File: config.mk
export PLATFORM = sky130hd
export DESIGN_NAME = prime_factorizer_core
export DESIGN_NICKNAME = d
export VERILOG_FILES = /design/src/pf_pkg.sv /design/src/pf_divider.sv /design/src/prime_factorizer_core.sv
export SDC_FILE = /design/constraint.sdc
export NUM_CORES = 2
export LEC_CHECK = 0
export BUFFER_PORTS_ARGS = -buffer_cell sky130_fd_sc_hd__buf_2
export CORE_MARGIN = 4
export CORE_UTILIZATION = 67
export CTS_CLUSTER_SIZE = 12
export DETAILED_ROUTE_END_ITERATION = 8
export GPL_TIMING_DRIVEN = 1
export PLACE_DENSITY_LB_ADDON = 0.25
export SLEW_MARGIN = 20
export SYNTH_ARGS = -nofsm -noshare
export SYNTH_HDL_FRONTEND = slang
export SYNTH_SLANG_ARGS = --single-unit
File: constraint.sdc
create_clock -name i_clk -period 17.94 [get_ports i_clk]
set_input_delay 3.588 -clock i_clk [delete_from_list [all_inputs] [get_ports i_clk]]
set_output_delay 3.588 -clock i_clk [all_outputs]
set_load 0.05 [all_outputs]
File: src/pf_pkg.sv
// pf_pkg: shared types and constants of the prime factorizer
// no dependencies

package pf_pkg;

    localparam int VALUE_WIDTH_DEF = 32;
    localparam int FIELD_W         = 32;
    localparam int EXP_W           = 5;
    localparam int MAX_RESULTS     = 10;
    localparam int CNT_W           = $clog2(MAX_RESULTS + 1);
    localparam int FIRST_CAND      = 2;
    localparam int CAND_STEP       = 2;

    typedef logic [EXP_W-1:0] t_exp;
    typedef logic [CNT_W-1:0] t_cnt;

    localparam t_exp EXP_MAX = '1;

    typedef enum logic [2:0] {
        ST_IDLE,
        ST_SQ,
        ST_CHK,
        ST_DIV,
        ST_EMIT
    } t_state;

endpackage

File: src/pf_divider.sv
// pf_divider: iterative restoring divider, one quotient bit per cycle
// standalone; used by prime_factorizer_core

module pf_divider #(
    parameter int WIDTH = pf_pkg::VALUE_WIDTH_DEF
) (
    input  logic             i_clk,
    input  logic             i_rst_n,
    input  logic             i_start,
    input  logic [WIDTH-1:0] i_dividend,
    input  logic [WIDTH-1:0] i_divisor,
    output logic             o_done,
    output logic [WIDTH-1:0] o_quot,
    output logic [WIDTH-1:0] o_rem
);

    localparam int CW = $clog2(WIDTH + 1);

    logic [WIDTH-1:0] r_q;
    logic [WIDTH-1:0] r_r;
    logic [WIDTH-1:0] r_d;
    logic [CW-1:0]    r_cnt;
    logic             r_busy;
    logic             r_done;
    logic [WIDTH:0]   w_shift;
    logic [WIDTH:0]   w_diff;

    assign w_shift = {r_r, r_q[WIDTH-1]};
    assign w_diff  = w_shift - {1'b0, r_d};

    always_ff @(posedge i_clk) begin
        if (!i_rst_n) begin
            r_busy <= 1'b0;
            r_done <= 1'b0;
            r_cnt  <= '0;
        end else if (i_start) begin
            r_busy <= 1'b1;
            r_done <= 1'b0;
            r_cnt  <= CW'(WIDTH);
        end else if (r_busy) begin
            r_cnt  <= r_cnt - CW'(1);
            r_busy <= (r_cnt != CW'(1));
            r_done <= (r_cnt == CW'(1));
        end else begin
            r_done <= 1'b0;
        end
    end

    always_ff @(posedge i_clk) begin
        if (i_start) begin
            r_q <= i_dividend;
            r_r <= '0;
            r_d <= i_divisor;
        end else if (r_busy) begin
            r_r <= w_diff[WIDTH] ? w_shift[WIDTH-1:0] : w_diff[WIDTH-1:0];
            r_q <= {r_q[WIDTH-2:0], ~w_diff[WIDTH]};
        end
    end

    assign o_done = r_done;
    assign o_quot = r_q;
    assign o_rem  = r_r;

endmodule

File: src/prime_factorizer_core.sv
// prime_factorizer_core: trial-division prime factorization, top level
// depends on pf_pkg and pf_divider
//
// input channel: i_valid / o_stall carry one item, i_value, the number to factor
// output channel: o_valid / i_stall carry one item per prime factor, in rising
// order: o_prime_factor, o_exponent and o_last on the final item of a number
// a number below 2 gives one item with factor 0, exponent 0 and o_last set
// o_stall is high from the accepted item until its last result is taken
// candidates are 2 and then every odd number while candidate squared <= rest
// each candidate costs one squaring step, one check step and one divide of
// W bits in the shared divider, W being VALUE_WIDTH capped at 32,
// plus one more divide each time the candidate divides the rest
// one item is worked at a time; the shared divider sets the rate
// while the receiver stalls, the pending result holds and work stops
// reset is synchronous and returns the block to idle, dropping any item

module prime_factorizer_core #(
    parameter int VALUE_WIDTH = pf_pkg::VALUE_WIDTH_DEF
) (
    input  logic                        i_clk,
    input  logic                        i_rst_n,
    input  logic                        i_valid,
    output logic                        o_stall,
    input  logic [pf_pkg::FIELD_W-1:0]  i_value,
    output logic                        o_valid,
    input  logic                        i_stall,
    output logic [pf_pkg::FIELD_W-1:0]  o_prime_factor,
    output logic [pf_pkg::EXP_W-1:0]    o_exponent,
    output logic                        o_last
);

    localparam int RW = (VALUE_WIDTH < pf_pkg::FIELD_W) ? VALUE_WIDTH : pf_pkg::FIELD_W;

    pf_pkg::t_state r_state;
    pf_pkg::t_state n_state;

    logic [RW-1:0]     r_rem;
    logic [RW-1:0]     r_cand;
    logic [2*RW-1:0]   r_sq;
    pf_pkg::t_exp      r_exp;
    pf_pkg::t_cnt      r_cnt;
    logic              r_has;
    logic [RW-1:0]     r_pf;
    pf_pkg::t_exp      r_pe;
    logic              r_last;
    logic              r_done;

    logic              w_accept;
    logic              w_small;
    logic              w_sq_le;
    logic              w_more;
    logic              w_cnt_ok;
    logic              w_cnt1_ok;
    logic              w_cont;
    logic              w_end_pend;
    logic              w_final;
    logic              w_div_start;
    logic              w_div_done;
    logic              w_div_zero;
    logic [RW-1:0]     w_div_a;
    logic [RW-1:0]     w_quot;
    logic [RW-1:0]     w_drem;

    assign w_accept   = i_valid && (r_state == pf_pkg::ST_IDLE);
    assign w_small    = (i_value[RW-1:0] < RW'(2));
    assign w_sq_le    = (r_sq <= (2*RW)'(r_rem));
    assign w_more     = (r_rem > RW'(1));
    assign w_cnt_ok   = (r_cnt < pf_pkg::CNT_W'(pf_pkg::MAX_RESULTS));
    assign w_cnt1_ok  = ((r_cnt + pf_pkg::CNT_W'(1)) < pf_pkg::CNT_W'(pf_pkg::MAX_RESULTS));
    assign w_cont     = w_sq_le && w_cnt_ok;
    assign w_end_pend = !(w_sq_le && w_cnt1_ok) && !(w_more && w_cnt1_ok);
    assign w_final    = w_more && w_cnt_ok;
    assign w_div_zero = (w_drem == '0);
    assign w_div_a    = (r_state == pf_pkg::ST_DIV) ? w_quot : r_rem;

    pf_divider #(
        .WIDTH (RW)
    ) u_div (
        .i_clk      (i_clk),
        .i_rst_n    (i_rst_n),
        .i_start    (w_div_start),
        .i_dividend (w_div_a),
        .i_divisor  (r_cand),
        .o_done     (w_div_done),
        .o_quot     (w_quot),
        .o_rem      (w_drem)
    );

    // next state
    always_comb begin
        n_state = r_state;
        unique case (r_state)
            pf_pkg::ST_IDLE: begin
                if (w_accept) begin
                    n_state = w_small ? pf_pkg::ST_EMIT : pf_pkg::ST_SQ;
                end
            end
            pf_pkg::ST_SQ: begin
                n_state = pf_pkg::ST_CHK;
            end
            pf_pkg::ST_CHK: begin
                if (r_has || (!w_cont && w_final)) begin
                    n_state = pf_pkg::ST_EMIT;
                end else if (w_cont) begin
                    n_state = pf_pkg::ST_DIV;
                end else begin
                    n_state = pf_pkg::ST_IDLE;
                end
            end
            pf_pkg::ST_DIV: begin
                if (w_div_done && !w_div_zero) begin
                    n_state = pf_pkg::ST_SQ;
                end
            end
            pf_pkg::ST_EMIT: begin
                if (!i_stall) begin
                    n_state = r_done ? pf_pkg::ST_IDLE : pf_pkg::ST_CHK;
                end
            end
            default: n_state = pf_pkg::ST_IDLE;
        endcase
    end

    // control outputs
    always_comb begin
        w_div_start = 1'b0;
        o_stall     = 1'b1;
        o_valid     = 1'b0;
        unique case (r_state)
            pf_pkg::ST_IDLE: o_stall     = 1'b0;
            pf_pkg::ST_CHK:  w_div_start = !r_has && w_cont;
            pf_pkg::ST_DIV:  w_div_start = w_div_done && w_div_zero;
            pf_pkg::ST_EMIT: o_valid     = 1'b1;
            default: ;
        endcase
    end

    always_ff @(posedge i_clk) begin
        if (!i_rst_n) begin
            r_state <= pf_pkg::ST_IDLE;
            r_has   <= 1'b0;
        end else begin
            r_state <= n_state;
            case (r_state)
                pf_pkg::ST_IDLE: r_has <= 1'b0;
                pf_pkg::ST_DIV:  begin
                    if (w_div_done && !w_div_zero) begin
                        r_has <= (r_exp != '0);
                    end
                end
                pf_pkg::ST_EMIT: begin
                    if (!i_stall) begin
                        r_has <= 1'b0;
                    end
                end
                default: ;
            endcase
        end
    end

    // datapath
    always_ff @(posedge i_clk) begin
        case (r_state)
            pf_pkg::ST_IDLE: begin
                if (w_accept) begin
                    r_rem  <= i_value[RW-1:0];
                    r_cand <= RW'(pf_pkg::FIRST_CAND);
                    r_exp  <= '0;
                    r_cnt  <= '0;
                    r_pf   <= '0;
                    r_pe   <= '0;
                    r_last <= 1'b1;
                    r_done <= 1'b1;
                end
            end
            pf_pkg::ST_SQ: begin
                r_sq <= (2*RW)'(r_cand) * (2*RW)'(r_cand);
            end
            pf_pkg::ST_CHK: begin
                if (r_has) begin
                    r_last <= w_end_pend;
                    r_done <= w_end_pend;
                end else if (!w_cont && w_final) begin
                    r_pf   <= r_rem;
                    r_pe   <= pf_pkg::t_exp'(1);
                    r_last <= 1'b1;
                    r_done <= 1'b1;
                end
            end
            pf_pkg::ST_DIV: begin
                if (w_div_done) begin
                    if (w_div_zero) begin
                        r_rem <= w_quot;
                        if (r_exp != pf_pkg::EXP_MAX) begin
                            r_exp <= r_exp + pf_pkg::t_exp'(1);
                        end
                    end else begin
                        r_pf  <= r_cand;
                        r_pe  <= r_exp;
                        r_exp <= '0;
                        if (r_cand == RW'(pf_pkg::FIRST_CAND)) begin
                            r_cand <= RW'(pf_pkg::FIRST_CAND + 1);
                        end else begin
                            r_cand <= r_cand + RW'(pf_pkg::CAND_STEP);
                        end
                    end
                end
            end
            pf_pkg::ST_EMIT: begin
                if (!i_stall && !r_done) begin
                    r_cnt <= r_cnt + pf_pkg::CNT_W'(1);
                end
            end
            default: ;
        endcase
    end

    assign o_prime_factor = pf_pkg::FIELD_W'(r_pf);
    assign o_exponent     = r_pe;
    assign o_last         = r_last;

endmodule

Word-level counts from Yosys, hierarchy flattened
Index checks and enable logic that the tools add are counted.
{ "op_classes": {"mux": 54, "addsub": 5, "n_lt_le_gt_ge": 5, "bitwise_logic": 3, "n_reduce_logical": 39, "n_mul": 1, "eq_ne": 20} }
{ "ops": {"columns": ["operator", "count"], "rows": [
  ["$mux W32", 16],
  ["$pmux W32 S2", 2],
  ["$pmux W32 S3", 1],
  ["$le A64 B32 Y1", 1],
  ["$mul A32 B32 Y64", 1],
  ["$mux W5", 8],
  ["$sub A33 B32 Y33", 1],
  ["$add A32 B2 Y32 const B", 1],
  ["$eq A32 B2 Y1 const B", 1],
  ["$gt A32 B1 Y1 const B", 1],
  ["$logic_not A32 Y1", 1],
  ["$lt A32 B2 Y1 const B", 1],
  ["$ne A2 B2 Y1 const B", 8],
  ["$mux W3", 5],
  ["$pmux W3 S5", 1],
  ["$pmux W5 S3", 1],
  ["$mux W6", 2],
  ["$reduce_and A3 Y1", 4],
  ["$reduce_and A4 Y1", 3],
  ["$logic_and A1 B1 Y1", 11],
  ["$pmux W5 S2", 1],
  ["$mux W1", 9],
  ["$lt A4 B4 Y1 const B", 2],
  ["$mux W4", 2],
  ["27 further kinds", 43]
]} }
{ "totals": {"in_bits": 36, "wordCells": 144, "regBits": 283} }

Longest topological paths before layout
{ "logic_depth": {"ltp_word": 7, "ltp_mapped": 30, "mapped_depth_nobuf": 26} }

Cells and area by module
From an unflattened synthesis, not the netlist that was laid out.
{ "unflattened": {"cells_unflattened": 4597, "area_unflattened_um2": 44337.5} }
{ "by_module_without_submodules": {"columns": ["mod", "seq_area_each_um2", "n_inst", "area_per_inst_um2", "cells_per_inst"], "rows": [
  ["prime_factorizer_core", 5305.1, 1, 38227.9, 3993],
  ["pf_divider", 2722.6, 1, 6109.6, 604]
]} }

Worst setup path after synthesis
No wires, ideal clock.
{ "synth_timing": {"path_kind": "register -> register", "from": "register r_cand[3]", "to": "register r_sq[54], data pin", "stages_incl_launch_ff": 27, "t_arrival_ns": 7.411, "period_less_slack_ns": 7.678, "required_ns": 17.673, "path_buffers": 4, "path_slack_ns": 10.262, "path_cell_list": "edfxtp_1 clkbuf_1 clkbuf_1 buf_1 nand2_1 fa_1 inv_1 fa_1 fa_1 inv_1 fa_1 inv_1 fa_1 fa_1 fa_1 fa_1 ha_1 clkbuf_1 nand2_1 or3_1 or3_1 a211oi_2 nor2_1 a21oi_1 a31oi_1 o211ai_1 xor2_1"} }
{ "synth_via": {"elab_chain_len": 1} }
{ "synth_lines": {"columns": ["item", "line_no", "source"], "rows": [
  ["start: declaration", "prime_factorizer_core.sv:38", "logic [RW-1:0] r_cand;"],
  ["start signal: assignment", "prime_factorizer_core.sv:167", "r_cand <= RW'(pf_pkg::FIRST_CAND);"],
  ["start signal: assignment", "prime_factorizer_core.sv:202", "r_cand <= RW'(pf_pkg::FIRST_CAND + 1);"],
  ["start signal: assignment", "prime_factorizer_core.sv:204", "r_cand <= r_cand + RW'(pf_pkg::CAND_STEP);"],
  ["$mul A32 B32 Y64", "prime_factorizer_core.sv:177", "r_sq <= (2*RW)'(r_cand) * (2*RW)'(r_cand);"],
  ["end signal: assignment", "prime_factorizer_core.sv:177", null],
  ["end: declaration", "prime_factorizer_core.sv:39", "logic [2*RW-1:0] r_sq;"]
]} }
No other way between the ends.
A chain may end at the register's enable or synchronous reset.

Final worst setup path
{ "layout_timing": {"from": "register r_cand[15]", "to": "register r_sq[50], data pin"} }
Same word-level chain as after synthesis.

==> results.py <==
metrics = {
    "sta": {
        "report.final.slew_viol_count": 0,
        "tightest_slew_ps": 1120,
        "fin_setup_tns_ps": 0,
        "setup_viol": 0,
        "final.setup_skew_ps": 28.1,
        "rsz0062_at_grt": "no",
        "fin_ws_ps": 9300,
        "period_minus_slack_ps": 8640,
        "timing.fmax_ghz": 0.116,
        "hold_viol_final": 0,
        "fin_crit_sh_pct": 48.1,
        "relSlewSlack_pct": 24.8,
    },
    "clock_tree": {
        "ctsLongestPathBuffers": 3,
        "numCtsBuffers": 34,
        "cts-root-buf": "clkbuf_16",
        "path_clk_slew_ps": 60,
        "clk_latency_ps": 550,
        "cts_resized": 0,
        "cts_setup_buffers": 0,
        "htreeDepth": 2,
        "hold_buffers": 0,
        "cts_tree": "built",
        "cts_sinks": 282,
    },
    "detailed_routing": {
        "wl_um": 118000,
        "drc": 0,
        "drtAntennaViolNets": 0,
        "drtIter0Drc": 2939,
        "vias_per_cell": 5.97,
        "drt-pass1-iter-count": 6,
        "num_vias": 32149,
        "wl_per_cell_um": 21.9,
    },
    "die": {
        "fp.dieH_um": 265,
        "pin_count": 76,
        "die-area_sq_um": 70000,
        "std_cell_rows": 93,
        "chipWidth_um": 265,
        "core-area_sq_um": 64800,
        "start_util_pct": 68.1,
    },
    "critical_path": {
        "required_ps": 18210,
        "cp_slowest_stage_delay_ps": 840,
        "crit_path_frequent_cell": "fa_1",
        "endpoint_kind": "flop",
        "worstSetupPathType": "reg2reg",
        "path_max_fanout": 19,
        "cp_data_arrival_time_ps": 8910,
        "critPathLaunchType": "flop",
        "crit_path_top_delay_cell": "edfxtp_1",
    },
    "synth": {
        "ys.flop_type": "edfxtp_1",
        "syn_nets": 5730,
        "synth-seq-cells": 282,
        "synth-edff-count": 238,
        "ys_types": 89,
        "ys_seq_area_share_pct": 18.2,
        "yosys_warnings": 0,
        "synthArstFlopShare_pct": 0,
        "syn_area_sq_um": 44100,
        "synth_area_per_cell_sq_um": 9.73,
        "synthCells": 4535,
    },
    "layout": {
        "final-instance-count-excl-fill": 5381,
        "area_delta_synth_final_pct": 4.84,
        "most-common-layout-cells": "inv_1 (1,048), fa_1 (797), nand2_1 (440), ha_1 (362), and2_1 (243)",
        "drive_gt1_share_pct": 5.90,
        "nNetsFinal": 5694,
        "final_common_cell": "inv_1",
    },
    "global_route": {
        "grt_antenna_before_repair": 1,
        "grt_pass1_vias": 34424,
        "grt.total_usage_pct": 34.3,
        "gr-total-overflow": 0,
        "grt_max_degree": 70,
        "grt_pass1_wl_um": 187000,
    },
    "placement": {
        "hpwlAfterDp_um": 90800,
        "place_ws_ps": 9470,
        "dp_cells": 5318,
        "place.gp.congestion": 0.964,
        "port_buffers": 75,
    },
    "run_status": {
        "run_status": "finished, final reports clean",
    },
    "job": {
        "maxCapViolCount": 0,
    },
    "min_path": {
        "hold_path_class": "reg2reg",
    },
}
[cells in the mapped netlist, types with 12 or more instances]
cell type	number	area, sq um
nor4_1	42	263
and2_1	244	1530
nor2b_1	20	125
mux2_2	33	372
xnor2_1	100	876
nor2_1	195	732
edfxtp_1	238	7150
fa_1	797	16000
and3_1	29	181
o21a_1	12	90.1
clkbuf_1	164	616
dfxtp_1	44	881
xor2_1	57	499
a21o_1	62	465
or3_1	17	106
inv_1	1048	3930
a21oi_1	128	641
mux2i_1	29	290
nand2b_1	12	75.1
a211oi_2	24	300
nand4_1	46	288
ha_1	362	4530
o21bai_1	17	128
a31oi_1	23	144
o22ai_1	16	100
nand2_1	441	1660
nor3_1	40	200
o21ai_0	93	465
buf_2	12	60.1
nand3_1	36	180
[metal layers]
| metal | vias to the layer above | global-route usage (%) | routed length (um) |
|---|---|---|---|
| met5 | - | 0 | 0 |
| met4 | 0 | 15.3 | 6520 |
| met3 | 380 | 6.31 | 10700 |
| met2 | 1562 | 56.9 | 56900 |
| met1 | 16145 | 44.5 | 43600 |
| li1 | 14062 | - | - |
[per-stage QoR]
| stage | hold slack [ps] | cell area [sq um] | utilization, % |
|---|---|---|---|
| floorplan | 424 | 44100 | - |
| global placement | 514 | 45200 | 69.7 |
| detailed placement | 522 | 45200 | 69.7 |
| CTS | 535 | 46300 | 71.4 |
| global route | 551 | 46300 | 71.4 |
| finish | 529 | 46300 | 71.4 |
[cell type report]
class,count,area [sq um]
Fill cell,4760,18600
Clock inverter,13,156
Antenna cell,2,5.00
Sequential cell,282,8030
Timing Repair Buffer,122,728
Multi-Input combinational cell,3008,31400
Inverter,1051,3950
Clock buffer,48,923
Tap cell,855,1070
[registers in the layout (all words and copies together), names as in the netlist]
| signal | cells |
|---|---|
| o_exponent | 5 |
| o_prime_factor | 32 |
| r_cand | 32 |
| r_cnt | 4 |
| r_done | 1 |
| r_exp | 5 |
| r_has | 1 |
| r_rem | 32 |
| r_sq | 63 |
| r_state | 3 |
| u_div.o_done | 1 |
| u_div.o_quot | 32 |
| u_div.o_rem | 32 |
| u_div.r_busy | 1 |
| u_div.r_cnt | 6 |
| u_div.r_d | 32 |
[cell families after synthesis]
logic type	after synthesis	synth area share, %
XOR/XNOR	159	3.22
AND/OR/NAND/NOR	1163	12.9
multiplexers	63	1.53
adder cells (fa/ha/maj)	1159	46.4
buffers and inverters	1245	10.8
AO/OA/AOI/OAI	464	6.97
flip-flops	282	18.2
[worst paths after layout]
check        slack (ps)   endpoint  cells after the start             start
max                9300   r_sq[50]                     25        r_cand[15]
min reg2reg         530  r_rem[18]                      2  u_div.o_quot[18]
min                 530  r_rem[18]                      2  u_div.o_quot[18]
max reg2reg        9300   r_sq[50]                     25        r_cand[15]
[critical path: cells and delay by family, from the launching register on]
kind,cells,cell delay (ps)
AND/OR/NAND/NOR,5,1300
AO/OA/AOI/OAI,4,880
XOR/XNOR,1,90
flip-flops,1,840
adder cells (fa/ha/maj),9,4390
buffers and inverters,6,840
Power is not shown: default switching activity piles up to over one toggle a cycle in this logic, so the estimate is an artifact.
